<file path="src/wc2d_pkg.sv">
// shared constants, codes and types for the 2d window convolution
`timescale 1ns / 1ps

package wc2d_pkg;

    // pixel and field widths
    localparam int PIX_W     = 8;
    localparam int GEOM_W    = 11;
    localparam int ROW_W     = 10;
    localparam int OCOL_W    = 10;
    localparam int OROW_W    = 10;
    localparam int IDATA_W   = 8;
    localparam int ODATA_W   = 32;
    localparam int MAX_HEIGHT = 1024;

    // kernel register layout: three registers of three signed bytes
    localparam int KREG_W     = 24;
    localparam int NUM_KREG   = 3;
    localparam int KREG_BYTES = 3;
    localparam int KWORDS     = NUM_KREG * KREG_BYTES;

    // configuration port
    localparam int CFG_IDX_W = 3;
    localparam int CFG_W     = 24;

    localparam logic [CFG_IDX_W-1:0] REG_LINE_WIDTH   = 3'd0;
    localparam logic [CFG_IDX_W-1:0] REG_FRAME_HEIGHT = 3'd1;
    localparam logic [CFG_IDX_W-1:0] REG_KERNEL_ZERO  = 3'd2;
    localparam logic [CFG_IDX_W-1:0] REG_KERNEL_ONE   = 3'd3;
    localparam logic [CFG_IDX_W-1:0] REG_KERNEL_TWO   = 3'd4;

    localparam logic [GEOM_W-1:0] LINE_WIDTH_RESET   = 11'd1024;
    localparam logic [GEOM_W-1:0] FRAME_HEIGHT_RESET = 11'd1024;

    // default parameter values
    localparam int DEF_KERNEL_SIZE = 3;
    localparam int DEF_MAX_WIDTH   = 1024;

    // per-cycle controls handed to every window cell
    typedef struct packed {
        logic shift;   // take the column from the right-hand neighbor
        logic calc;    // register this cell's column dot product
    } cell_ctrl_t;

    // result bookkeeping that travels with a word down the pipeline
    typedef struct packed {
        logic              emit;
        logic              done;
        logic [OCOL_W-1:0] ocol;
        logic [OROW_W-1:0] orow;
    } meta_t;

endpackage

</file>
<file path="src/wc2d_cell.sv">
// one window column: holds the pixels of one column offset and its partial sum
`timescale 1ns / 1ps

module wc2d_cell
    import wc2d_pkg::*;
#(
    parameter int KERNEL_SIZE = DEF_KERNEL_SIZE
)
(
    input  logic                              clk,
    input  logic                              rst_n,
    input  cell_ctrl_t                        ctrl,
    input  logic [KERNEL_SIZE-1:0][PIX_W-1:0] col_in,
    input  logic [KERNEL_SIZE-1:0][PIX_W-1:0] coef,
    output logic [KERNEL_SIZE-1:0][PIX_W-1:0] col_out,
    output logic [PIX_W-1:0]                  part_out
);

    logic [KERNEL_SIZE-1:0][PIX_W-1:0] col_reg;
    logic [PIX_W-1:0]                  part_reg;
    logic [PIX_W-1:0]                  part_next;

    // column dot product, kept to the low byte since the result wraps
    always_comb
    begin
        logic signed [2*PIX_W-1:0] prod;
        part_next = '0;
        for (int dy = 0; dy < KERNEL_SIZE; dy++)
        begin
            prod      = $signed(col_reg[dy]) * $signed(coef[dy]);
            part_next = part_next + prod[PIX_W-1:0];
        end
    end

    // column shifts in from the neighbor
    always_ff @(posedge clk or negedge rst_n)
    begin
        if (!rst_n)
        begin
            col_reg <= '0;
        end
        else if (ctrl.shift)
        begin
            col_reg <= col_in;
        end
    end

    // partial sum register
    always_ff @(posedge clk)
    begin
        if (ctrl.calc)
        begin
            part_reg <= part_next;
        end
    end

    assign col_out  = col_reg;
    assign part_out = part_reg;

endmodule

</file>
<file path="config.mk">
export PLATFORM = sky130hd
export DESIGN_NAME = wc2d_cell
export DESIGN_NICKNAME = d
export VERILOG_FILES = /design/src/wc2d_pkg.sv /design/src/wc2d_cell.sv
export SDC_FILE = /design/constraint.sdc
export NUM_CORES = 1
export LEC_CHECK = 0
export ABC_AREA = 1
export BUFFER_PORTS_ARGS = -buffer_cell sky130_fd_sc_hd__buf_2
export CAP_MARGIN = 40
export CORE_MARGIN = 4
export CORE_UTILIZATION = 40
export CTS_BUF_LIST = sky130_fd_sc_hd__clkbuf_16
export DETAILED_ROUTE_END_ITERATION = 6
export MAX_ROUTING_LAYER = met4
export PLACE_DENSITY_LB_ADDON = 0.3
export SETUP_SLACK_MARGIN = 0.02
export SYNTH_ARGS = -nofsm -noshare
export SYNTH_HDL_FRONTEND = slang
export SYNTH_SLANG_ARGS = --single-unit
</file>
<file path="constraint.sdc">
create_clock -name clk -period 5.9 [get_ports clk]
set_clock_uncertainty 0.2 [all_clocks]
set_input_delay 0.885 -clock clk [delete_from_list [all_inputs] [get_ports clk]]
set_output_delay 0.885 -clock clk [all_outputs]
set_load 0.005 [all_outputs]
</file>
Yosys cells after proc, flatten, opt, wreduce, memory -nomap -nowiden
Cells that the tools add are included.
{ "word_totals": {"latch_bits": 0, "regBits": 32, "mem_count": 0, "out_inout_bits": 32, "wordCells": 9, "mem_bits_ro": 0, "mem_bits_rw": 0} }
{ "op_classes": {"n_reduce_logical": 0, "n_bitwise": 0, "magnitude_cmp": 0, "mul": 3, "n_shift": 0, "div": 0, "n_mux": 0, "eq_ne": 0, "n_addsub": 2} }
{ "ops": {"columns": ["operator", "n"], "rows": [
  ["multiplier 8 x 8 -> 8 bit", 3],
  ["adder 8 bit", 2]
]} }

Depth between registers and ports, before layout
Gate-level depths: netlist of run 1.
{ "depth": {"word_depth": 3, "ltp_mapped": 29, "mapped_depth_nobuf": 28} }

Worst setup path after synthesis of run 1
OpenSTA, ideal clock, no wires.
{ "synth_timing": {"kind": "in2reg", "from": "in coef[0] in the netlist's numbering", "to": "reg part_reg[7] (netlist: part_out[7]) (data pin)", "path_stages": 25, "n_path_buf": 1, "arrival_time_ps": 5847, "slack_ps": -400, "setup_time_ps": 253, "required_ps": 5447, "path_cell_list": "buf_4 -> nand2_1 -> fa_1 -> inv_1 -> fa_1 -> inv_1 -> fa_1 -> fa_1 -> fa_1 -> inv_1 -> fa_1 -> inv_1 -> fa_1 -> inv_1 -> ha_1 -> a21oi_1 -> nand2_1 -> nand2_1 -> nand2_1 -> nand3_1 -> nand2_2 -> nor2_1 -> nor2_2 -> nand2_1 -> nand2_1"} }
{ "synth_via": {"elab_chain_cells": 3} }
{ "synth_rtl": {"columns": ["item", "line", "rtl"], "rows": [
  ["from (decl)", "wc2d_cell.sv:14", "input logic [KERNEL_SIZE-1:0][PIX_W-1:0] coef,"],
  ["multiplier 8 x 8 -> 8 bit", "wc2d_cell.sv:30", "prod = $signed(col_reg[dy]) * $signed(coef[dy]);"],
  ["adder 8 bit (2 in series)", "wc2d_cell.sv:31", "part_next = part_next + prod[PIX_W-1:0];"],
  ["named net part_next[7]", "wc2d_cell.sv:21", "logic [PIX_W-1:0] part_next;"],
  ["to (signal assigned)", "wc2d_cell.sv:53", "part_reg <= part_next;"],
  ["to (decl)", "wc2d_cell.sv:20", "logic [PIX_W-1:0] part_reg;"]
]} }
The timed path passes the listed nets, and every way through them passes these cells.
A chain may end at the register's enable or synchronous reset.

Worst setup path after layout of run 1
{ "layout_timing": {"from": "in coef[19] in the netlist's numbering", "to": "reg part_reg[7] (netlist: part_out[7]) (data pin)"} }
{ "layout_via": {"elab_chain_cells": 2} }
{ "layout_rtl": {"columns": ["item", "line"], "rows": [
  ["multiplier 8 x 8 -> 8 bit", "wc2d_cell.sv:30"],
  ["adder 8 bit", "wc2d_cell.sv:31"],
  ["named net part_next[7]", "wc2d_cell.sv:21"]
]} }
The timed path passes the listed nets, and every way through them passes these cells.

==> results_tabular.tex, run 1 <==
\begin{tabular}{lr}
\hline
Metric & Value \\
\hline
\multicolumn{2}{l}{\textbf{Clock network}} \\
\quad Clock-pin slew on the worst setup and hold paths & 60 ps \\
\quad Skew-Pair Late Insertion Delay & 300 ps \\
\quad Clock tree buffer depth & 2 \\
\quad Clock tree root driver cell & clkbuf\_16 \\
\quad Number of sinks on the clock net & 32 \\
\quad Number of H-tree branching levels & 2 \\
\quad Total CTS buffers & 5 \\
\quad CTS tree & yes \\
\multicolumn{2}{l}{\textbf{Route}} \\
\quad Drt initial violations & 138 \\
\quad Number of iterations in the first detailed-routing pass & 4 \\
\quad Antenna Nets Post-Route & 0 \\
\quad Final wirelength & 10500 um \\
\quad Routed length per instance & 12.2 um \\
\quad Via-per-instance ratio & 4.52 \\
\quad Remaining routing DRC violations & 0 \\
\quad Via Count & 3877 \\
\multicolumn{2}{l}{\textbf{Placed design}} \\
\quad Routability-driven placement congestion ratio & 0.876 \\
\quad I/O Buffers & 83 \\
\quad Post-detail-place hpwl & 9170 um \\
\multicolumn{2}{l}{\textbf{STA}} \\
\quad Total of endpoints with negative setup slack in the final report & 1 \\
\quad Min cycle time layout & 5910 ps \\
\quad Worst Max-Slew Pin Slew & 564 ps \\
\quad RSZ-0062 raised after global routing & yes \\
\quad Hold Vio Cnt, Final & 0 \\
\quad Maximum clock rate & 0.169 GHz \\
\quad Fraction of the cycle the final worst path needs & 1.00 \\
\quad Worst slew slack as a fraction of its limit & 0.624 \\
\quad Final max-slew violation count & 0 \\
\quad Final WS setup & -14.9 ps \\
\multicolumn{2}{l}{\textbf{Critical path}} \\
\quad Crit-path max FO & 3 \\
\quad Critical Path End Type & flip-flop \\
\quad Crit path launch type & input pin \\
\quad Critical Path AT & 5770 ps \\
\quad Classification of the worst setup path & in2reg \\
\quad Required time of the critical path & 5750 ps \\
\multicolumn{2}{l}{\textbf{Floorplanning}} \\
\quad Core area & 0.0114 mm2 \\
\quad I/O Pins & 84 \\
\quad Area of the die & 0.0135 mm2 \\
\quad Horizontal extent of the die & 116 um \\
\quad Overall die height & 116 um \\
\quad Initial cell density of the core & 0.410 \\
\quad \# rows & 39 \\
\multicolumn{2}{l}{\textbf{Synthesis}} \\
\quad Share of synthesized area occupied by flip-flops and latches & 0.180 \\
\quad Gate count after technology mapping & 602 \\
\quad Synth top area share & 0.218 \\
\quad Avg Synthesized Cell Area & 7.77 um2 \\
\quad Top cells by instance count after synthesis & nand2\_1, inv\_1, ha\_1, fa\_1, dfrtp\_1 \\
\quad Mapped Area & 0.00468 mm2 \\
\quad Post-synthesis sequential element count & 32 \\
\quad Net count of the mapped netlist & 759 \\
\quad Largest area contributor in the netlist & fa\_1 \\
\quad Biggest area contributors in the synthesized netlist & fa\_1, nand2\_1, ha\_1 \\
\quad Main synth FF type & dfrtp\_1 \\
\quad Post-synth cell types & 27 \\
\quad Share of async-settable or async-resettable flops after synthesis & 0.750 \\
\quad Dominant cell by count in the synthesized netlist & nand2\_1 \\
\quad Number of flops mapped to enable cells by yosys & 8 \\
\quad Yosys synthesis warning count & 0 \\
\multicolumn{2}{l}{\textbf{GRT}} \\
\quad Pin count of the biggest net entering global routing & 28 \\
\quad Global-route wire length before repair & 18400 um \\
\quad Total routing resource utilization after global routing & 0.178 \\
\quad Vias in the first global route & 4117 \\
\quad Antenna violations before repair & 0 \\
\quad Total overflow reported by the global router & 0 \\
\multicolumn{2}{l}{\textbf{Worst hold path}} \\
\quad Classification of the worst-slack hold path & reg2reg \\
\multicolumn{2}{l}{\textbf{Cells and area}} \\
\quad Number of nets at the end of the flow & 870 \\
\quad Core utilization of the finished layout & 0.497 \\
\quad Diodes inserted & 0 \\
\quad Area growth from synthesis to layout & 21.2\% \\
\quad Fraction of layout cells with a size suffix above 1 & 0.256 \\
\multicolumn{2}{l}{\textbf{Status}} \\
\quad Run status & finished with violations \\
\quad Failing checks & setup timing \\
\multicolumn{2}{l}{\textbf{Power}} \\
\quad LEAKAGE & 0.00351 uW \\
\quad Power Total & 2790 uW \\
\quad Peak VDD IR & 0.515 mV \\
\quad Power Dens Cells & 492 mW/mm2 \\
\multicolumn{2}{l}{\textbf{Flow run}} \\
\quad Number of maximum-capacitance constraint violations & 0 \\
\hline
\end{tabular}
## layout make-up
cell class / count / area (um2)
Timing Repair Buffer: 121 / 721
Multi-Input combinational cell: 382 / 3150
Tap cell: 143 / 179
Clock buffer: 5 / 125
Sequential cell: 32 / 841
Inverter: 171 / 643
Clock inverter: 3 / 16.3
Fill cell: 1111 / 5750
## power by group
group / switching, uW / leakage [uW] / internal (uW) / total, uW
Sequential: 27.0 / 0.000361 / 331 / 358
Clock: 111 / 0.0000721 / 155 / 266
Combinational: 1150 / 0.00307 / 1010 / 2160
## stage by stage
step | setup TNS (ps) | hold WS, ps | cells | instance area (um2) | worst slack, ps
after CTS | 0 | 364 | 857 | 5670 | 1.63
final | -14.9 | 352 | 857 | 5670 | -14.9
after global routing | -315 | 387 | 857 | 5670 | -315
after detailed placement | -390 | 352 | 849 | 5500 | -390
after global placement | -292 | 329 | 849 | 5500 | -292
after floorplan | -38.5 | 328 | 602 | 4760 | -38.5
## repair_timing
item / in CTS / in global routing
hold buffers: 0 / 0
pin swaps: 6 / 3
buffers inserted: 0 / 0
resized for setup: 9 / 0
setup endpoints to repair: 1 / 1
## per-layer routing
layer,up-vias,global-route usage,part of all wire
li1,1977,-,-
met1,1831,0.231,0.46
met2,61,0.293,0.48
met3,8,0.0295,0.039
met4,0,0.0449,0.012
met5,-,-,0
## cells by family after synthesis
family / after synthesis / synth area share
DFF: 32 / 0.180
adders and majority gates: 105 / 0.363
and+or+nand+nor: 235 / 0.208
buffers and inverters: 188 / 0.162
muxes: 21 / 0.0506
xor gates and xnor gates: 16 / 0.0316
AOI/OAI and AO/OA: 5 / 0.00535
## layout by cell type, fill, tap and decap left out, drive strengths merged
cell    count
a21oi       2
and2        1
buf       121
clkbuf      5
clkinv      2
dfrtp      24
edfxtp      8
fa         51
ha         54
inv       172
mux2       21
nand2     193
nand3      22
nand3b      5
nand4       4
nor2       10
o21ai       3
xnor2      10
xor2        6
## registers in the layout (all words and copies together), names as in the netlist
register	count
col_out	24
part_out	8
## path summary, 6_finish.rpt
check,start,endpoint,slack [ps],cells past startpoint
worst min register to register,col_out[23]$_DFFE_PN0P_,col_out[23]$_DFFE_PN0P_,350,1
max in group asynchronous,rst_n,col_out[12]$_DFFE_PN0P_,4750,1
worst max register to register,col_out[1]$_DFFE_PN0P_,part_out[7]$_DFFE_PP_,180,25
worst min-delay path,col_out[23]$_DFFE_PN0P_,col_out[23]$_DFFE_PN0P_,350,1
min in group asynchronous,rst_n,col_out[3]$_DFFE_PN0P_,370,1
worst max-delay path,coef[19],part_out[7]$_DFFE_PP_,-10,24
## critical path: stages
cell and delay (ps):
buf_2 90, nand2_1 70, fa_1 570, fa_1 440, fa_1 520, inv_1 60, fa_1 580, fa_1 460
fa_1 500, inv_1 50, fa_1 490, inv_2 50, ha_4 270, nand3b_1 100, nand2_1 70, nand2_1 50
nand2_1 70, inv_1 40, nand2_1 60, nand2_2 80, nor2_2 100, nor2_2 50, nand2_1 50, nand2_1 40
Note: power is estimated with default switching activity, not from simulation.
==> run 2: changes to the inputs <==
--- a/config.mk
+++ b/config.mk
@@ -13,7 +13,6 @@
 export CTS_BUF_LIST = sky130_fd_sc_hd__clkbuf_16
 export DETAILED_ROUTE_END_ITERATION = 6
 export MAX_ROUTING_LAYER = met4
-export PLACE_DENSITY_LB_ADDON = 0.3
 export SETUP_SLACK_MARGIN = 0.02
 export SYNTH_ARGS = -nofsm -noshare
 export SYNTH_HDL_FRONTEND = slang
==> results_tabular.tex, run 2 (synthesis gave the netlist of run 1 again) <==
\begin{tabular}{lr}
\hline
Metric & Value \\
\hline
\multicolumn{2}{l}{\textbf{Status}} \\
\quad Run status & completed \\
\multicolumn{2}{l}{\textbf{Critical path}} \\
\quad CP bufs+invs & 9 (+4) \\
\quad Critical Path End Type & flip-flop \\
\quad Required time of the critical path & 5750 ps (about the same) \\
\quad Classification of the worst setup path & in2reg \\
\quad Worst-case reg-to-reg path depth & 26 (+4.0\%) \\
\quad Critical path depth in cells & 28 (+17\%) \\
\quad Crit-path max FO & 3 (unchanged) \\
\quad CP delay by family, top & adder cells \\
\quad Stage delay of the slowest cell on the critical path & 540 ps (-40 ps) \\
\quad Worst reg2reg setup slack & 190 ps (about the same) \\
\quad Critical Path AT & 5720 ps (-50 ps) \\
\quad Library cell contributing the largest single delay on the critical path & fa\_1 \\
\quad Crit path launch type & input pin \\
\quad Most used cell along the critical path & nand2\_1 \\
\multicolumn{2}{l}{\textbf{Cells and area}} \\
\quad Area growth from synthesis to layout & 20.6\% \\
\quad Final Instance Count excl. Fillers & 855 (-0.23\%) \\
\quad Diodes inserted & 0 (unchanged) \\
\quad Final Cell Area & 0.00564 mm2 (-0.53\%) \\
\quad Number of nets at the end of the flow & 869 (-0.11\%) \\
\quad Fraction of layout cells with a size suffix above 1 & 0.250 (-0.00630) \\
\quad Number of flip-flops under the largest register name & 24 (unchanged) \\
\quad Most common cell after layout, fill and taps aside & nand2\_1 \\
\quad Commonest cells after routing, fill and taps aside & nand2\_1, inv\_1, buf\_2 \\
\multicolumn{2}{l}{\textbf{Floorplanning}} \\
\quad I/O Pins & 84 (unchanged) \\
\quad Core area & 0.0114 mm2 (unchanged) \\
\quad Area of the die & 0.0135 mm2 (unchanged) \\
\quad \# rows & 39 (unchanged) \\
\quad Overall die height & 116 um (unchanged) \\
\quad Initial cell density of the core & 0.410 (unchanged) \\
\quad Horizontal extent of the die & 116 um (unchanged) \\
\multicolumn{2}{l}{\textbf{GRT}} \\
\quad Met3 Track Usage GR & 0.0285 (-0.00104) \\
\quad GR Util met2 & 0.278 (-0.0142) \\
\quad Gr busiest metal & met2 \\
\quad Global-route wire length before repair & 17900 um (-2.4\%) \\
\quad Total overflow reported by the global router & 0 (unchanged) \\
\quad Vias in the first global route & 3974 (-3.5\%) \\
\quad Antenna violations before repair & 0 (unchanged) \\
\quad Grt met1 use & 0.232 (+0.00172) \\
\quad Total routing resource utilization after global routing & 0.174 (-0.00426) \\
\quad Pin count of the biggest net entering global routing & 28 (unchanged) \\
\multicolumn{2}{l}{\textbf{Clock network}} \\
\quad Clock-pin slew on the worst setup and hold paths & 50 ps (about the same) \\
\quad Clock tree buffer depth & 2 (unchanged) \\
\quad Skew-Pair Late Insertion Delay & 290 ps (about the same) \\
\quad Clock tree root driver cell & clkbuf\_16 \\
\quad Number of sinks on the clock net & 32 (unchanged) \\
\quad Total CTS buffers & 5 (unchanged) \\
\quad Number of H-tree branching levels & 2 (unchanged) \\
\quad Setup repair bufs after CTS & 0 (unchanged) \\
\quad CTS tree & yes \\
\multicolumn{2}{l}{\textbf{STA}} \\
\quad Total of endpoints with negative setup slack in the final report & 0 (-1) \\
\quad Final max-slew violation count & 0 (unchanged) \\
\quad Maximum clock rate & 0.170 GHz (+0.61\%) \\
\quad Worst Max-Slew Pin Slew & 582 ps (+17.9 ps) \\
\quad Hold Vio Cnt, Final & 0 (unchanged) \\
\quad Fraction of the cycle the final worst path needs & 0.996 (-0.00604) \\
\quad RSZ-0062 raised after global routing & yes \\
\quad Worst slew slack as a fraction of its limit & 0.612 (-0.0120) \\
\quad Min cycle time layout & 5880 ps (-35.6 ps) \\
\multicolumn{2}{l}{\textbf{Route}} \\
\quad Final wirelength & 10400 um (-0.93\%) \\
\quad Antenna Nets Post-Route & 0 (unchanged) \\
\quad Number of iterations in the first detailed-routing pass & 4 (unchanged) \\
\quad Via-per-instance ratio & 4.52 (-0.10\%) \\
\quad Via Count & 3864 (-0.34\%) \\
\quad Remaining routing DRC violations & 0 (unchanged) \\
\quad Drt initial violations & 145 (+5.1\%) \\
\quad Routed length per instance & 12.1 um (-0.70\%) \\
\multicolumn{2}{l}{\textbf{Power}} \\
\quad Comb power frac & 0.779 (+0.003) \\
\quad Power share of the sequential group & 0.130 (+0.002) \\
\quad Power Dens Cells & 488 mW/mm2 (-0.69\%) \\
\quad Peak VDD IR & 0.524 mV (+1.8\%) \\
\quad Switching power & 1260 uW (-2.0\%) \\
\quad LEAKAGE & 0.00349 uW (-0.45\%) \\
\quad Internal power summed over all cells & 1490 uW (-0.53\%) \\
\quad Switching Share & 0.459 (-0.00372) \\
\quad Clk pwr share & 0.091 (-0.005) \\
\multicolumn{2}{l}{\textbf{Placed design}} \\
\quad \# placed instances & 848 (-0.12\%) \\
\quad I/O Buffers & 83 (unchanged) \\
\quad Post-detail-place hpwl & 9120 um (-0.59\%) \\
\quad Placement-stage cell area & 0.00549 mm2 (-0.14\%) \\
\quad Routability-driven placement congestion ratio & 0.891 (+1.8\%) \\
\multicolumn{2}{l}{\textbf{Flow run}} \\
\quad Number of maximum-capacitance constraint violations & 0 (unchanged) \\
\multicolumn{2}{l}{\textbf{Worst hold path}} \\
\quad Worst hold path cell count & 1 (unchanged) \\
\quad Classification of the worst-slack hold path & reg2reg \\
\hline
\end{tabular}
## run 2: cell count changes in the layout (fill, tap and decap cells not counted)
| cell | before | now |
|---|---|---|
| inv_4 | 2 | 0 |
| buf_4 | 41 | 38 |
| buf_6 | 2 | 1 |
| clkinv_1 | 1 | 2 |
| fa_1 | 48 | 49 |
| buf_2 | 78 | 80 |
| fa_2 | 3 | 2 |
| nand2_2 | 15 | 14 |
| nand2_1 | 176 | 177 |
| clkbuf_4 | 0 | 1 |
## run 2: routing by layer
layer  wire length [um]  part of all wire
met1               4890              0.47
met2               4890              0.47
met3                460             0.044
met4                127             0.012
met5                  0                 0
## run 2: cell type report
cell class              instances  area, um2
clock buffers                   5        125
inverters                     171        643
fillers                      1121       5780
clock inverters                 2       7.51
repair buffers                120        704
well taps                     143        179
multi-input cells             382       3140
flip-flops and latches         32        841
## run 2: what timing repair did
| item | 4_1_cts | 5_1_grt |
|---|---|---|
| resized for setup | 3 | 1 |
| setup endpoints to repair | 1 | 1 |
| hold buffers | 0 | 0 |
| gates cloned | 0 | 0 |
| pin swaps | 6 | 1 |
## run 2: power by group through the flow
stage / clock [uW] / sequential (uW) / combinational [uW]
final: 251 / 359 / 2140
after global routing: 272 / 366 / 2510
after CTS: 260 / 360 / 2190
after detailed placement: 0 / 363 / 2190
after global placement: 0 / 362 / 2080
after floorplan: 0 / 363 / 1580
## run 2: worst reg2reg max path, delay by kind of cell, from the launching register on
family,cells,cell delay [ps]
adders and majority gates,8,3620
and+or+nand+nor,10,650
DFF,1,490
buffers and inverters,7,340
AOI/OAI and AO/OA,1,150
## run 2: through the flow
stage,setup WS (ps),power [uW],hold slack [ps],utilization,setup TNS [ps]
after floorplan,-38.5,1950,328,-,-38.5
after global placement,-305,2440,331,0.481,-305
after detailed placement,-367,2550,341,0.481,-367
after CTS,11.5,2810,354,0.494,0
after global routing,-272,3150,376,0.494,-272
final,20.7,2750,348,0.494,0
## run 2: worst paths after layout
path                                    startpoint                       to
setup / recovery                          coef[10]    part_out[7]$_DFFE_PP_
hold / removal             col_out[23]$_DFFE_PN0P_  col_out[23]$_DFFE_PN0P_
setup reg to reg            col_out[1]$_DFFE_PN0P_    part_out[7]$_DFFE_PP_
hold reg to reg            col_out[23]$_DFFE_PN0P_  col_out[23]$_DFFE_PN0P_
max in group asynchronous                    rst_n   col_out[8]$_DFFE_PN0P_
min in group asynchronous                    rst_n   col_out[3]$_DFFE_PN0P_
==> run 3: changes to the inputs <==
--- a/config.mk
+++ b/config.mk
@@ -8,11 +8,14 @@
 export ABC_AREA = 1
 export BUFFER_PORTS_ARGS = -buffer_cell sky130_fd_sc_hd__buf_2
 export CAP_MARGIN = 40
+export CELL_PAD_IN_SITES_DETAIL_PLACEMENT = 0
+export CELL_PAD_IN_SITES_GLOBAL_PLACEMENT = 1
 export CORE_MARGIN = 4
-export CORE_UTILIZATION = 40
+export CORE_UTILIZATION = 38
 export CTS_BUF_LIST = sky130_fd_sc_hd__clkbuf_16
 export DETAILED_ROUTE_END_ITERATION = 6
 export MAX_ROUTING_LAYER = met4
+export PLACE_DENSITY_LB_ADDON = 0.1
 export SETUP_SLACK_MARGIN = 0.02
 export SYNTH_ARGS = -nofsm -noshare
 export SYNTH_HDL_FRONTEND = slang
==> results_tabular.tex, run 3 (synthesis gave the netlist of run 1 again) <==
\begin{tabular}{lr}
\hline
Metric & Value \\
\hline
\multicolumn{2}{l}{\textbf{GRT}} \\
\quad Total routing resource utilization after global routing & 0.161 (-0.0130) \\
\quad Vias in the first global route & 3772 (-5.1\%) \\
\quad Gr busiest metal & met2 \\
\quad Pin count of the biggest net entering global routing & 28 (unchanged) \\
\quad Grt met1 use & 0.219 (-0.0137) \\
\quad Met3 Track Usage GR & 0.0252 (-0.00333) \\
\quad Total overflow reported by the global router & 0 (unchanged) \\
\quad Global-route wire length before repair & 17800 um (-0.85\%) \\
\quad Antenna violations before repair & 0 (unchanged) \\
\quad GR Util met2 & 0.254 (-0.0241) \\
\multicolumn{2}{l}{\textbf{STA}} \\
\quad Final WS setup & -85.0 ps (-106 ps) \\
\quad Worst Max-Slew Pin Slew & 600 ps (+18.4 ps) \\
\quad Total of endpoints with negative setup slack in the final report & 1 (+1) \\
\quad RSZ-0062 raised after global routing & yes \\
\quad Hold Vio Cnt, Final & 0 (unchanged) \\
\quad Worst slew slack as a fraction of its limit & 0.600 (-0.0122) \\
\quad Min cycle time layout & 5990 ps (+106 ps) \\
\quad Maximum clock rate & 0.167 GHz (-1.8\%) \\
\quad Fraction of the cycle the final worst path needs & 1.01 (+0.0179) \\
\quad Final max-slew violation count & 0 (unchanged) \\
\quad Hold slack final & 334 ps (-14.3 ps) \\
\multicolumn{2}{l}{\textbf{Worst hold path}} \\
\quad Hold wc startpoint & col\_out[23]\$\_DFFE\_PN0P\_ \\
\quad Classification of the worst-slack hold path & reg2reg \\
\quad Worst hold path cell count & 1 (unchanged) \\
\quad End point of the worst hold path & col\_out[23]\$\_DFFE\_PN0P\_ \\
\multicolumn{2}{l}{\textbf{Route}} \\
\quad Via Count & 3780 (-2.2\%) \\
\quad Final wirelength & 10400 um (about the same) \\
\quad Routed length per instance & 12.1 um (-0.31\%) \\
\quad Via-per-instance ratio & 4.41 (-2.4\%) \\
\quad Antenna Nets Post-Route & 0 (unchanged) \\
\quad Number of iterations in the first detailed-routing pass & 4 (unchanged) \\
\quad Remaining routing DRC violations & 0 (unchanged) \\
\quad Drt initial violations & 130 (-10\%) \\
\multicolumn{2}{l}{\textbf{Cells and area}} \\
\quad Fraction of layout cells with a size suffix above 1 & 0.246 (-0.00352) \\
\quad Multi-input gate area in the final layout & 0.00314 mm2 (about the same) \\
\quad Number of nets at the end of the flow & 866 (-0.35\%) \\
\quad Diodes inserted & 0 (unchanged) \\
\quad Final Cell Area & 0.00561 mm2 (-0.47\%) \\
\quad Number of flip-flops under the largest register name & 24 (unchanged) \\
\quad Register cell area after layout & 841 um2 (unchanged) \\
\quad Most common cell after layout, fill and taps aside & nand2\_1 \\
\quad Commonest cells after routing, fill and taps aside & nand2\_1, inv\_1, buf\_2 \\
\quad Final Instance Count excl. Fillers & 857 (+0.23\%) \\
\quad Area growth from synthesis to layout & 20.0\% \\
\quad Number of inserted filler cells in the final layout & 1235 (+10\%) \\
\multicolumn{2}{l}{\textbf{Power}} \\
\quad Power share of the sequential group & 0.132 (+0.002) \\
\quad Switching Share & 0.459 (+0.000572) \\
\quad Switching power & 1250 uW (-0.92\%) \\
\quad Power Dens Cells & 485 mW/mm2 (-0.58\%) \\
\quad Internal power summed over all cells & 1470 uW (-1.1\%) \\
\quad Comb power frac & 0.774 (-0.005) \\
\quad Peak VDD IR & 0.320 mV (-39\%) \\
\quad LEAKAGE & 0.00348 uW (-0.21\%) \\
\quad Clk pwr share & 0.094 (+0.003) \\
\multicolumn{2}{l}{\textbf{Critical path}} \\
\quad CP delay by family, top & adder cells \\
\quad Critical Path End Type & flip-flop \\
\quad Launch instance of the worst register-to-register path & col\_out[2]\$\_DFFE\_PN0P\_ \\
\quad Worst-case reg-to-reg path depth & 26 (unchanged) \\
\quad Crit-path max FO & 4 (+1) \\
\quad Library cell contributing the largest single delay on the critical path & fa\_1 \\
\quad Most used cell along the critical path & nand2\_1 \\
\quad Classification of the worst setup path & in2reg \\
\quad Crit Reg-Reg Endpoint & part\_out[7]\$\_DFFE\_PP\_ \\
\quad Stage delay of the slowest cell on the critical path & 540 ps (about the same) \\
\quad Critical Path AT & 5830 ps (+110 ps) \\
\quad Crit path launch type & input pin \\
\quad Worst reg2reg setup slack & 60 ps (-130 ps) \\
\quad Required time of the critical path & 5740 ps (about the same) \\
\quad CP bufs+invs & 8 (-1) \\
\multicolumn{2}{l}{\textbf{Floorplanning}} \\
\quad I/O Pins & 84 (unchanged) \\
\quad Horizontal extent of the die & 119 um (+2.4\%) \\
\quad Area of the die & 0.0141 mm2 (+4.9\%) \\
\quad Initial cell density of the core & 0.389 (-0.0202) \\
\quad Core area & 0.0120 mm2 (+5.2\%) \\
\quad \# rows & 40 (+2.6\%) \\
\quad Overall die height & 119 um (+2.4\%) \\
\multicolumn{2}{l}{\textbf{Clock network}} \\
\quad Number of sinks on the clock net & 32 (unchanged) \\
\quad CTS tree & yes \\
\quad Hold buffer count at CTS & 0 (unchanged) \\
\quad Number of H-tree branching levels & 2 (unchanged) \\
\quad Clock-pin slew on the worst setup and hold paths & 60 ps (about the same) \\
\quad Clock tree buffer depth & 2 (unchanged) \\
\quad Clock tree root driver cell & clkbuf\_16 \\
\quad Skew-Pair Late Insertion Delay & 290 ps (about the same) \\
\quad Total CTS buffers & 5 (unchanged) \\
\multicolumn{2}{l}{\textbf{Status}} \\
\quad Failing checks & setup timing \\
\quad Run status & finished with violations \\
\multicolumn{2}{l}{\textbf{Placed design}} \\
\quad \# placed instances & 849 (+0.12\%) \\
\quad Placement-stage cell area & 0.00548 mm2 (-0.32\%) \\
\quad Routability-driven placement congestion ratio & 0.836 (-6.2\%) \\
\quad I/O Buffers & 83 (unchanged) \\
\quad Worst slack, placed & -403 ps (-36.1 ps) \\
\quad Post-detail-place hpwl & 9130 um (+0.13\%) \\
\multicolumn{2}{l}{\textbf{Flow run}} \\
\quad Number of maximum-capacitance constraint violations & 0 (unchanged) \\
\hline
\end{tabular}
-- run 3: layer usage --
layer	part of all wire	routed length [um]
met1	0.49	5110
met2	0.46	4790
met3	0.034	353
met4	0.0099	103
met5	0	0
-- run 3: metrics by stage --
stage	TNS, ps	util	total power [uW]
4_1_cts	-90.2	0.467	2790
3_3_place_gp	-294	0.456	2450
6_report	-85.0	0.467	2730
2_1_floorplan	-38.5	-	1950
5_1_grt	-319	0.467	3140
3_5_place_dp	-403	0.456	2500
-- run 3: worst max-delay path by stage --
stage / startpoint / end / cells after the start
final: coef[4] / part_out[7]$_DFFE_PP_ / 27
after detailed placement: coef[4] / part_out[7]$_DFFE_PP_ / 25
after floorplan: coef[3] / part_out[7]$_DFFE_PP_ / 25
after global routing: coef[4] / part_out[7]$_DFFE_PP_ / 26
after global placement: coef[3] / part_out[7]$_DFFE_PP_ / 25
after CTS: coef[4] / part_out[7]$_DFFE_PP_ / 26
-- run 3: power by group through the flow --
stage | logic (uW) | clock network [uW] | registers (uW)
3_3_place_gp | 2080 | 0 | 363
5_1_grt | 2500 | 280 | 364
3_5_place_dp | 2140 | 0 | 364
4_1_cts | 2160 | 270 | 360
2_1_floorplan | 1580 | 0 | 363
6_report | 2110 | 257 | 359
-- run 3: cell type report --
cell class                 count  area share
multi-input combinational    382       0.559
sequential                    32       0.150
tap                          147      0.0328
clock inverter                 3     0.00223
inverter                     171       0.115
clock buffer                   5      0.0223
timing repair buffer         117       0.119
-- run 3: what timing repair did --
item                       in CTS  in global routing
buffers inserted                0                  0
resized for setup               0                  0
cloned                          0                  0
pin swaps                       2                  0
setup endpoints to repair       1                  1
